<file path="config.mk">
export PLATFORM = sky130hd
export DESIGN_NAME = val_sqrt_stage
export DESIGN_NICKNAME = d
export VERILOG_FILES = /design/src/rtl/val_sqrt_stage.sv
export SDC_FILE = /design/constraint.sdc
export NUM_CORES = 1
export LEC_CHECK = 0
export BUFFER_PORTS_ARGS = -buffer_cell sky130_fd_sc_hd__buf_2
export CAP_MARGIN = 0
export CORE_MARGIN = 2
export CORE_UTILIZATION = 47
export DETAILED_ROUTE_END_ITERATION = 6
export GPL_TIMING_DRIVEN = 0
export PLACE_DENSITY = 0.8
export SLEW_MARGIN = 25
export SYNTH_ARGS = -nofsm -noshare
export SYNTH_HDL_FRONTEND = slang
export SYNTH_SLANG_ARGS = --single-unit
</file>
<file path="constraint.sdc">
create_clock -name clk_i -period 3 [get_ports clk_i]
set_input_delay 0.15 -clock clk_i [delete_from_list [all_inputs] [get_ports clk_i]]
set_output_delay 0.15 -clock clk_i [all_outputs]
set_load 0.005 [all_outputs]
</file>
<file path="src/rtl/val_sqrt_stage.sv">
`timescale 1ns / 1ps
`default_nettype none
// ----------------------------------------------------------------------------
// val_sqrt_stage: one registered restoring square-root step
// decides one root bit per stage, remainder kept alongside
// ----------------------------------------------------------------------------
module val_sqrt_stage #(
  parameter int unsigned RootBits = 32,
  parameter int unsigned Bit      = 0
) (
  input  wire logic                    clk_i,
  input  wire logic                    en_i,
  input  wire logic [2*RootBits-1:0]   num_i,
  input  wire logic [RootBits-1:0]     root_i,
  output logic [2*RootBits-1:0]        num_o,
  output logic [RootBits-1:0]          root_o
);

  logic [RootBits-1:0]   cand;
  logic [2*RootBits+1:0] sq;
  logic [RootBits-1:0]   root_d;

  // (root + 2^b)^2 = root^2 + root*2^(b+1) + 4^b, compared against the residue
  always_comb begin
    cand = root_i | (RootBits'(1) << Bit);
    sq = ((2*RootBits+2)'(root_i) << (Bit + 1)) + ((2*RootBits+2)'(1) << (2*Bit));
    root_d = root_i;
    if (sq <= (2*RootBits+2)'(num_i)) root_d = cand;
  end

  always_ff @(posedge clk_i) begin
    if (en_i) begin
      root_o <= root_d;
      num_o  <= (root_d == root_i) ? num_i : num_i - (2*RootBits)'(sq);
    end
  end

endmodule
`default_nettype wire

</file>
### Word level (Yosys, flattened, before mapping)

Cells that the tools add are included.

| word-level totals | value |
|---|---|
| bits in registers | 96 |
| input bits | 98 |
| output and inout port bits | 96 |

| operators by class | value |
|---|---|
| eq/ne operators | 1 |
| $lt $le $gt $ge | 1 |
| muxes and demuxes | 2 |
| $add $sub $neg | 2 |

Operator list:

| cell | count |
|---|---|
| $le 34x64->1 | 1 |
| $mux 64 | 1 |
| $sub 64x34->64 | 1 |
| $add 33x1->34 const B | 1 |
| $eq 32x32->1 | 1 |
| $mux 1 | 1 |

### Longest topological paths before layout

| depth | value |
|---|---|
| depth after elaboration | 5 |
| mapped depth | 12 |
| gate-level depth less buffers | 9 |

### Least setup slack after synthesis

OpenSTA, ideal clock, no wires.

| path | value |
|---|---|
| kind | input -> register |
| start point | in root_i[0] |
| end point | reg num_o[1] (data pin) |
| required time | 2,738 ps |
| setup time | 262 ps |
| buffers on the path | 1 |
| slack | 22 ps |
| stages | 9 |
| arrival time | 2,716 ps |
| path through | inv_1 fa_1 a21o_1 a221o_1 o211a_1 o211a_1 o41ai_4 buf_4 mux2_1 |

| between the ends | value |
|---|---|
| word-level cells in the longest chain between the ends | 5 |
| elaborated cells between the ends (all ways) | 6 |
| classes of those cells | add/sub: 2; order compare: 1; eq/ne: 1; mux: 2 |

RTL lines:

| item | line | RTL |
|---|---|---|
| start, declared | 14 | `input wire logic [RootBits-1:0] root_i,` |
| $add 33x1->34 | 26 | `sq = ((2*RootBits+2)'(root_i) << (Bit + 1)) + ((2*RootBits+2)'(1) << (2*Bit));` |
| $le 34x64->1 | 28 | `if (sq <= (2*RootBits+2)'(num_i)) root_d = cand;` |
| $mux 1 | 28 |  |
| $eq 32x32->1 | 34 | `num_o <= (root_d == root_i) ? num_i : num_i - (2*RootBits)'(sq);` |
| $mux 64 * | 34 |  |
| end signal, assigned | 34 |  |
| end, declared | 15 | `output logic [2*RootBits-1:0] num_o,` |

Every way passes the cells marked *; elsewhere a longest branch is shown, timed or not.
A chain may end at the register's enable or synchronous reset.

### Final worst setup path

| path | value |
|---|---|
| start point | in root_i[6] |
| end point | reg num_o[1] (data pin) |

| between the ends | value |
|---|---|
| word-level cells in the longest chain between the ends | 5 |

RTL lines:

| item | line |
|---|---|
| $add 33x1->34 | 26 |
| $le 34x64->1 | 28 |
| $mux 1 | 28 |
| $eq 32x32->1 * | 34 |
| $mux 64 * | 34 |

Marks and branches as above.

==> out/qor.csv <==
stage;metric;value;unit
finish;final core occ;0.6234;
pwr;Clk network pwr share;0.284;
synthesis;Post-synth top flop;edfxtp_1;
place;Placed Cells;993;
route;DR WL/cell;16.90;µm
route;drt pass-1 iters;7;
pwr;sw frac;0.2834;
synthesis;post-synth top area share;0.4594;
flow_run;Max Cap Viol;0;
critical_path;CP required;3.09;ns
pwr;peak supply drop;0.0002456;V
synthesis;FF+latch count, synth;96;
synthesis;top area cells in the synthesized netlist;edfxtp_1 (46%), ha_1 (6.6%), xor2_1 (4.7%);
critical_path;CP Data Arrival Time;2.99;ns
status;outcome;finished with violations;
place;HPWL Detailed;13350;µm
global_route;pin count of the biggest net entering global routing;57;
worst_hold_path;Hold Path Class;in2reg;
clocking;H-tree Lvls;3;
finish;# diodes;0;
timing;Final Max Slew Viols;0;
global_route;global-route wire length before repair;28080;µm
critical_path;Critical Path Source Type;input port;
die;die height;119.5;µm
synthesis;Syn Area/Cell;10.06;µm²
die;die area;14290;µm²
global_route;Congestion Overflow GR;0;
global_route;vias in the first global route;5487;
synthesis;sequential area share after synthesis;0.4594;
critical_path;Critical Path End Type;flip-flop;
global_route;initial antenna violation count;0;
clocking;Root Buffer;clkbuf_16;
place;PortBufs;192;
clocking;Clock Tree Buf Depth;2;
timing;max_slew headroom;0.4138;
finish;Multi-input gate area;3208;µm²
critical_path;crit path kind;in2reg;
timing;Hold WS;0.004529;ns
die;die boundary width;119.5;µm
clocking;CTS clk-pin slew, worst paths;0.06;ns
die;row count;42;
critical_path;CP endpoint;num_o[1];
timing;Final Cycle Share;0.9659;
finish;# fillers;1134;
pwr;Combinational Power Share;0.250;
pwr;Pint;2.556;mW
finish;Layout area overhead;30.53;%
synthesis;share of flip-flops with an asynchronous set or reset;0;
pwr;sequential power share;0.466;
synthesis;Syn Nets;756;
synthesis;YS warnings;0;
finish;Final Non-Filler Cells;1044;
route;Vias;5760;
finish;NumNets Final;998;
die;core area;13140;µm²
timing;f_max;345.1;MHz
timing;final setup fails;0;
synthesis;post-synth design cell area;6275;µm²
die;Ports;194;
route;drc violations;2;
timing;min Tclk post-route;2.898;ns
route;Routed Wire Length;17650;µm
critical_path;CP max FO;10;
place;placed instance area;7490;µm²
pwr;Leak;3.470;nW
timing;setup TNS;0;ns
timing;Slew @ Worst Pin;0.8735;ns
route;drt initial violations;399;
route;Final ANT Viol Nets;0;
die;Starting Density;0.4776;
timing;final hold violations;0;
route;via/cell ratio;5.517;
critical_path;Critical Path Source;root_i[6];
finish;Sequential Area;2883;µm²
pwr;Pwr per Cell Area;435.5;nW/µm²
place;routability congestion estimate;0.9924;
synthesis;Syn Inst Count;624;
global_route;GRT Overall Usage;0.2491;
clocking;CTS tree;done;
finish;fraction of layout cells with a size suffix above 1;0.2834;
synthesis;Unique masters post-synth;65;
synthesis;EDFF count, synth;96;
clocking;CTS Buf Count;9;
pwr;P_sw;1.011;mW
status;failing checks;design-rule violations;
finish;Finished Cell Area;8190;µm²
synthesis;largest area contributor in the netlist;edfxtp_1;
clocking;Clock Sinks;96;
[registers in the layout (all words and copies together) (netlist names)]
register,flops
num_o,64
root_o,32
[cells by family after synthesis]
logic type | count (synthesis) | synth area share
compound gates | 162 | 0.1695
xor+xnor | 59 | 0.08235
fa+ha+maj | 34 | 0.06899
buf+inv | 65 | 0.04227
flops | 96 | 0.4594
mux | 1 | 0.001794
simple gates | 207 | 0.1757
[final cells by class]
| type | count | area share |
|---|---|---|
| plain buffers | 22 | 0.01344 |
| well taps | 176 | 0.02689 |
| flip-flops and latches | 96 | 0.3520 |
| repair buffers | 232 | 0.1673 |
| clock inverters | 3 | 0.001528 |
| multi-input cells | 463 | 0.3917 |
| inverters | 42 | 0.01925 |
| clock buffers | 10 | 0.02796 |
[cell usage in the layout, fill, tap and decap left out, types with 8 or more instances in the layout]
master / Yosys / final
a21o_1: 15 / 15
a21oi_1: 36 / 36
a31oi_1: 10 / 9
and3_1: 8 / 8
buf_2: 2 / 193
buf_4: 1 / 10
clkbuf_1: 18 / 16
clkbuf_16: 0 / 9
dlygate4sd3_1: 0 / 28
edfxtp_1: 96 / 96
ha_1: 33 / 32
inv_1: 42 / 41
nand2_1: 68 / 68
nand3_1: 9 / 9
nand4_1: 16 / 16
nor2_1: 24 / 24
nor3_1: 19 / 19
nor4_1: 15 / 13
o21ai_0: 35 / 34
o21ai_1: 13 / 13
or3_1: 8 / 8
xnor2_1: 25 / 25
xor2_1: 34 / 34
[worst max-delay path: stages]
cell and delay (ns):
dlygate4sd3_1 0.53, buf_2 0.13, inv_1 0.06, ha_2 0.30, a21o_1 0.21, o211a_1 0.27, o211a_4 0.31, o41ai_4 0.34
buf_4 0.17, buf_6 0.15, mux2_1 0.34
[cells in the mapped netlist (6+ instances only)]
cell type and count:
inv_1 42, ha_1 33, xnor2_1 25, and3_1 8
nor2_1 24, a21oi_1 36, nor4_1 15, nand2_1 68
a21o_1 15, a31oi_1 10, o21ai_0 35, nor3_1 19
or3_1 8, o21ai_1 13, o21a_1 6, a211oi_1 7
xor2_1 34, clkbuf_1 18, nand3_1 9, edfxtp_1 96
nand4_1 16, nor4b_1 6
[layer usage]
metal / global-route usage / up-vias / part of all wire
met5: 0 / - / 0
met2: 0.4061 / 236 / 0.48
met1: 0.3380 / 2680 / 0.43
li1: - / 2826 / -
met4: 0.07426 / 0 / 0.016
met3: 0.04943 / 18 / 0.075
[what timing repair did]
item,in CTS,in global routing
pin swaps,1,7
endpoints found under the setup margin,46,36
gates resized for setup,7,16
cloned,0,0
hold buffers,28,0
setup buffers,3,8
hold endpoints to repair,28,0
[worst min-delay path by stage]
stage                    start          to  slack (ns)  cells after the start
floorplan           root_i[10]  root_o[10]        0.25                      0
global placement     root_i[7]   root_o[7]        0.34                      1
detailed placement   root_i[7]   root_o[7]        0.34                      1
CTS                 root_i[30]  root_o[30]       0.001                      1
global route        root_i[22]  root_o[22]       0.006                      1
finish              root_i[30]  root_o[30]       0.005                      1
[power by group through the flow]
stage	sequential, mW	combinational [mW]	clock [mW]
finish	1.66	0.893	1.01
global route	1.67	0.991	1.08
CTS	1.66	0.871	1.03
detailed placement	1.69	0.832	0
global placement	1.69	0.814	0
floorplan	1.71	0.446	0
[per-stage QoR]
step,total power [mW],setup slack (ns)
3_5_place_dp,2.521,-0.6276
6_report,3.567,0.1024
2_1_floorplan,2.155,0.02216
4_1_cts,3.559,0.005716
3_3_place_gp,2.504,-0.5833
5_1_grt,3.741,-0.01126
No activity file was read; power rests on OpenSTA's default activity.
