===== src/rtl/val_pkg.sv =====
`timescale 1ns / 1ps
`default_nettype none
// ----------------------------------------------------------------------------
// val_pkg: shared constants for the vector angle and length block
// atan table for the cordic angle lane, q30, truncated
// ----------------------------------------------------------------------------
package val_pkg;

  localparam int unsigned CordicSteps = 31;
  localparam int unsigned NormBits    = 61;
  localparam int unsigned ZBits       = 34;

  localparam logic [ZBits-1:0] Q30Pi     = 34'd3373259426;
  localparam logic [ZBits-1:0] Q30HalfPi = 34'd1686629713;

  function automatic logic [31:0] atan_q30(input logic [4:0] idx);
    logic [31:0] r;
    case (idx)
      5'd0:  r = 32'h3243F6A8;
      5'd1:  r = 32'h1DAC6705;
      5'd2:  r = 32'h0FADBAFC;
      5'd3:  r = 32'h07F56EA6;
      5'd4:  r = 32'h03FEAB76;
      5'd5:  r = 32'h01FFD55B;
      5'd6:  r = 32'h00FFFAAA;
      5'd7:  r = 32'h007FFF55;
      5'd8:  r = 32'h003FFFEA;
      5'd9:  r = 32'h001FFFFD;
      5'd10: r = 32'h000FFFFF;
      5'd11: r = 32'h0007FFFF;
      5'd12: r = 32'h0003FFFF;
      5'd13: r = 32'h0001FFFF;
      5'd14: r = 32'h0000FFFF;
      5'd15: r = 32'h00007FFF;
      5'd16: r = 32'h00003FFF;
      5'd17: r = 32'h00001FFF;
      5'd18: r = 32'h00000FFF;
      5'd19: r = 32'h000007FF;
      5'd20: r = 32'h000003FF;
      5'd21: r = 32'h000001FF;
      5'd22: r = 32'h000000FF;
      5'd23: r = 32'h0000007F;
      5'd24: r = 32'h0000003F;
      5'd25: r = 32'h0000001F;
      5'd26: r = 32'h0000000F;
      5'd27: r = 32'h00000008;
      5'd28: r = 32'h00000004;
      5'd29: r = 32'h00000002;
      5'd30: r = 32'h00000001;
      default: r = 32'h0;
    endcase
    return r;
  endfunction

endpackage
`default_nettype wire


===== src/rtl/val_cordic_stage.sv =====
`timescale 1ns / 1ps
`default_nettype none
// ----------------------------------------------------------------------------
// val_cordic_stage: one registered cordic vectoring step
// magnitude and sign form of y, as the angle definition requires
// ----------------------------------------------------------------------------
module val_cordic_stage #(
  parameter int unsigned Step = 0
) (
  input  wire logic                     clk_i,
  input  wire logic                     en_i,
  input  wire logic [63:0]              x_i,
  input  wire logic [63:0]              y_i,
  input  wire logic                     ypos_i,
  input  wire logic [val_pkg::ZBits-1:0] z_i,
  output logic [63:0]                   x_o,
  output logic [63:0]                   y_o,
  output logic                          ypos_o,
  output logic [val_pkg::ZBits-1:0]     z_o
);

  logic [63:0] xs;
  logic [63:0] ys;
  logic [val_pkg::ZBits-1:0] t;

  assign xs = x_i >> Step;
  assign ys = y_i >> Step;
  assign t  = val_pkg::ZBits'(val_pkg::atan_q30(5'(Step)));

  always_ff @(posedge clk_i) begin
    if (en_i) begin
      x_o <= x_i + ys;
      if (ypos_i) begin
        z_o <= z_i + t;
        if (y_i >= xs) begin
          y_o <= y_i - xs;
          ypos_o <= 1'b1;
        end else begin
          y_o <= xs - y_i;
          ypos_o <= 1'b0;
        end
      end else begin
        z_o <= z_i - t;
        if (xs >= y_i) begin
          y_o <= xs - y_i;
          ypos_o <= 1'b1;
        end else begin
          y_o <= y_i - xs;
          ypos_o <= 1'b0;
        end
      end
    end
  end

endmodule
`default_nettype wire


===== config.mk =====
export PLATFORM = sky130hd
export DESIGN_NAME = val_cordic_stage
export DESIGN_NICKNAME = d
export VERILOG_FILES = /design/src/rtl/val_pkg.sv /design/src/rtl/val_cordic_stage.sv
export SDC_FILE = /design/constraint.sdc
export NUM_CORES = 1
export LEC_CHECK = 0
export BUFFER_PORTS_ARGS = -buffer_cell sky130_fd_sc_hd__buf_2
export CAP_MARGIN = 20
export CORE_MARGIN = 5
export CORE_UTILIZATION = 59
export DETAILED_ROUTE_END_ITERATION = 10
export HOLD_SLACK_MARGIN = 0.05
export PLACE_DENSITY = 0.84
export SKIP_CTS_REPAIR_TIMING = 1
export SLEW_MARGIN = 40
export SYNTH_ARGS = -nofsm -noshare
export SYNTH_HDL_FRONTEND = slang
export SYNTH_SLANG_ARGS = --single-unit

===== constraint.sdc =====
create_clock -name clk_i -period 6.2 [get_ports clk_i]
set_input_delay 0.31 -clock clk_i [delete_from_list [all_inputs] [get_ports clk_i]]
set_output_delay 0.31 -clock clk_i [all_outputs]
set_load 0.1 [all_outputs]

# Word level (Yosys, flattened, before mapping)
# Cells that the tools add are included.
# W data, S select, Z words.
# totals
reg_bits	163
output_inout_bits	163
wordCells	18
# op_classes
n_addsub	5
order_cmp	2
n_mux	7
# op_table
op	count
$mux W64	3
$ge A64 B64 Y1	2
$sub A64 B64 Y64	2
$add A64 B64 Y64	1
$add A34 B30 Y34 const B	1
$mux W34	1
$sub A34 B30 Y34 const B	1
$mux W1	3

# Depth between registers and ports, before layout
# logic_depth
word_depth	3
ltp_mapped	16
depth_no_buf	13

# Least setup slack after synthesis
# OpenSTA, ideal clock, no wires.
# synth_path
kind	input to register
from	in x_i[0]
to	reg x_o[60], data pin
arrival_ns	3.026
required_ns	5.933
slack_ns	2.907
cell_stages	13
n_path_buf	0
cell_sequence	ha_1 -> fa_1 -> nor2b_2 -> o311ai_1 -> a31oi_2 -> o41ai_4 -> nor4_2 -> o22ai_2 -> o31ai_4 -> a311oi_1 -> nand4bb_1 -> o31ai_1 -> xnor2_1
# synth_between
elab_chain_cells	1
# synth_lines
item	line	source
start, declared	val_cordic_stage.sv:12	input wire logic [63:0] x_i,
$add A64 B64 Y64	val_cordic_stage.sv:32	x_o <= x_i + ys;
end signal, assigned	val_cordic_stage.sv:32	
end, declared	val_cordic_stage.sv:16	output logic [63:0] x_o,
# Every way passes these cells.
# A chain may end at the register's enable or synchronous reset.

# Final worst setup path
# layout_path
from	in x_i[59]
to	reg y_o[36], data pin
# layout_between
elab_chain_cells	3
# layout_lines
item	line	source
$ge A64 B64 Y1 (on tied branches)	val_cordic_stage.sv:44, val_cordic_stage.sv:35	
$mux W64 (on tied branches)	val_cordic_stage.sv:44, val_cordic_stage.sv:35	
$mux W64 (*)	val_cordic_stage.sv:33	if (ypos_i) begin
end signal, assigned	val_cordic_stage.sv:36	y_o <= y_i - xs;
end signal, assigned	val_cordic_stage.sv:45	y_o <= xs - y_i;
end signal, assigned	val_cordic_stage.sv:48	y_o <= y_i - xs;
end, declared	val_cordic_stage.sv:17	output logic [63:0] y_o,
# Mark *: on every way between the ends. The rest lies on a longest branch, timed or not.

==> impl_metrics.tcl <==
set metrics [dict create \
    syn_nets 2465 \
    yosysTopAreaCell "edfxtp_1" \
    overflow 0 \
    cts.path.max_buffers 2 \
    seq_area_mm2 0.00486 \
    synth-seq-cells 162 \
    max_freq_mhz 233 \
    fin_crit_sh 0.692 \
    ir_worst_vdd_uv 230 \
    num_rows 62 \
    total_power_uw 5850 \
    chipWidth_um 182 \
    first_iter_violations 2038 \
    slew_viol_final 0 \
    fillers 2357 \
    fin_crit_ns 4.29 \
    p_per_area_mw_per_mm2 295 \
    die_h_um 182 \
    antenna_found_initial 2 \
    worstPathRequired_ns 6.40 \
    drc_errors 0 \
    start_kind "primary input" \
    drive_above_1_share 0.176 \
    via_count 17629 \
    dp_hpwl_um 49500 \
    h-tree-depth 4 \
    clk_pin_slew_worst_paths_ns 0.08 \
    clockPowerShare 0.184 \
    async_flop_share 0 \
    clkSinkCount 162 \
    mostFrequentLayoutCell "buf_2" \
    wl_um 61300 \
    grt_first_pass_wirelength_um 94200 \
    synth_top_area_frac 0.280 \
    avgRoutedWirePerCell_um 22.3 \
    ys_top_cells_by_area "edfxtp_1 28%, ha_1 16%, a21oi_1 7.9%" \
    rsz0062_at_grt "no" \
    setup_tns_ns 0 \
    hold_class "in -> reg" \
    end_kind "flip-flop" \
    routabilityCongestion 0.987 \
    route.antenna.remaining_nets 0 \
    port_buffers 327 \
    synth-warning-count 0 \
    criticalPathCategory "in -> reg" \
    die_area_mm2 0.0330 \
    leakage_uw 0.00864 \
    synth-seq-area-share 0.280 \
    initial_core_util 0.601 \
    track_usage 0.355 \
    clockRootBuffer "clkbuf_16" \
    multi_input_area_mm2 0.0114 \
    p_seq_frac 0.264 \
    cp.arrival_ns 4.49 \
    setup_viol 0 \
    switching_power_uw 3110 \
    nets 2738 \
    synth_cell_types 94 \
    synth-edff-count 162 \
    numCtsBuffers 17 \
    comb_power_share 0.552 \
    grt_max_degree 95 \
    area_delta_synth_final_pct 13.8 \
    dr.pass1.iters 6 \
    syn_area_per_cell_um2 8.38 \
    status "completed" \
    synth-main-ff-cell "edfxtp_1" \
    slew_headroom 0.403 \
    final_cell_mix "326 x buf_2, 276 x a21oi_1, 220 x ha_1, 204 x inv_1, 178 x nor2_1" \
    tightest_slew_ns 0.896 \
    ios 328 \
    cap_viol_max_count 0 \
    internal_power_uw 2740 \
    core_area_mm2 0.0289 \
    hold_viol 0 \
    switching_share 0.532 \
    cp_max_fo 31 \
    grt_pass1_vias 17100 \
    syn_inst 2076 \
    routed_via_density 6.42 \
    syn-cell-area_mm2 0.0174 \
    cts_tree "built" \
]
## registers in the layout, indices dropped and copies added (netlist names)
register,count
x_o,64
z_o,34
ypos_o,1
y_o,63
## final timing paths
check | from | end | slack, ns | depth (start not counted)
hold / removal | z_i[3] | z_o[3] | 0.14 | 2
setup / recovery | x_i[59] | y_o[36] | 1.91 | 14
## final cells by class
cell class | instances | area share
Sequential cell | 162 | 0.246
Antenna cell | 1 | 0.000126
Inverter | 208 | 0.0394
Timing Repair Buffer | 334 | 0.0863
Tap cell | 384 | 0.0243
Clock inverter | 13 | 0.00632
Clock buffer | 19 | 0.0219
Multi-Input combinational cell | 1626 | 0.576
## logic make-up (layout without fill, tap and decap cells)
logic type | after synthesis | in the layout | synth area share
AOI/OAI and AO/OA | 718 | 718 | 0.261
xor gates and xnor gates | 154 | 154 | 0.0775
adders and majority gates | 224 | 224 | 0.163
buffers and inverters | 288 | 574 | 0.0668
DFF | 162 | 162 | 0.280
muxes | 11 | 11 | 0.00640
other | 0 | 1 | 0
and+or+nand+nor | 519 | 519 | 0.146
## synthesized netlist by cell type, types with 26 or more instances
library cell / instances
nor4_1: 27
nor2_1: 178
nand3_1: 26
nor3_1: 33
a21o_1: 32
nand2_1: 107
nor2b_1: 26
o21ai_0: 125
xnor2_1: 135
o21bai_1: 57
inv_1: 204
edfxtp_1: 162
nand4_1: 43
ha_1: 220
buf_2: 32
clkbuf_1: 29
a21oi_1: 276
## stage by stage
| stage | instances | hold WS, ns | utilization | instance area [um^2] | worst slack [ns] |
|---|---|---|---|---|---|
| global placement | 2711 | 0.491 | 0.663 | 19200 | 1.59 |
| detailed placement | 2711 | 0.489 | 0.664 | 19200 | 1.60 |
| global route | 2747 | 0.137 | 0.684 | 19800 | 1.77 |
| floorplan | 2076 | 0.409 | - | 17400 | 2.91 |
| finish | 2747 | 0.139 | 0.684 | 19800 | 1.91 |
| CTS | 2743 | 0.0331 | 0.683 | 19800 | 2.02 |
## power groups by stage
stage               clock, uW  sequential [uW]  combinational, uW
CTS                      1070             1550               3190
global placement            0             1560               3150
global route             1130             1560               3370
floorplan                   0             2960               1100
detailed placement          0             1570               3180
finish                   1070             1540               3230
## metal layers
metal  share of wire  track usage
met1            0.40        0.457
met2            0.46        0.595
met3           0.095       0.0646
met4           0.043        0.137
met5         0.00021            0
## worst max-delay path, stage by stage
cell and delay, ns:
buf_2 0.11, inv_1 0.05, ha_1 0.65, nand4_1 0.30, nor4_1 0.60, and3_1 0.31, nand2_1 0.10, o21a_1 0.24
a21oi_4 0.49, buf_4 0.44, nor2_1 0.09, nor2_1 0.39, a21oi_1 0.21, xnor2_1 0.16
Note: power is estimated with default switching activity, not from simulation.
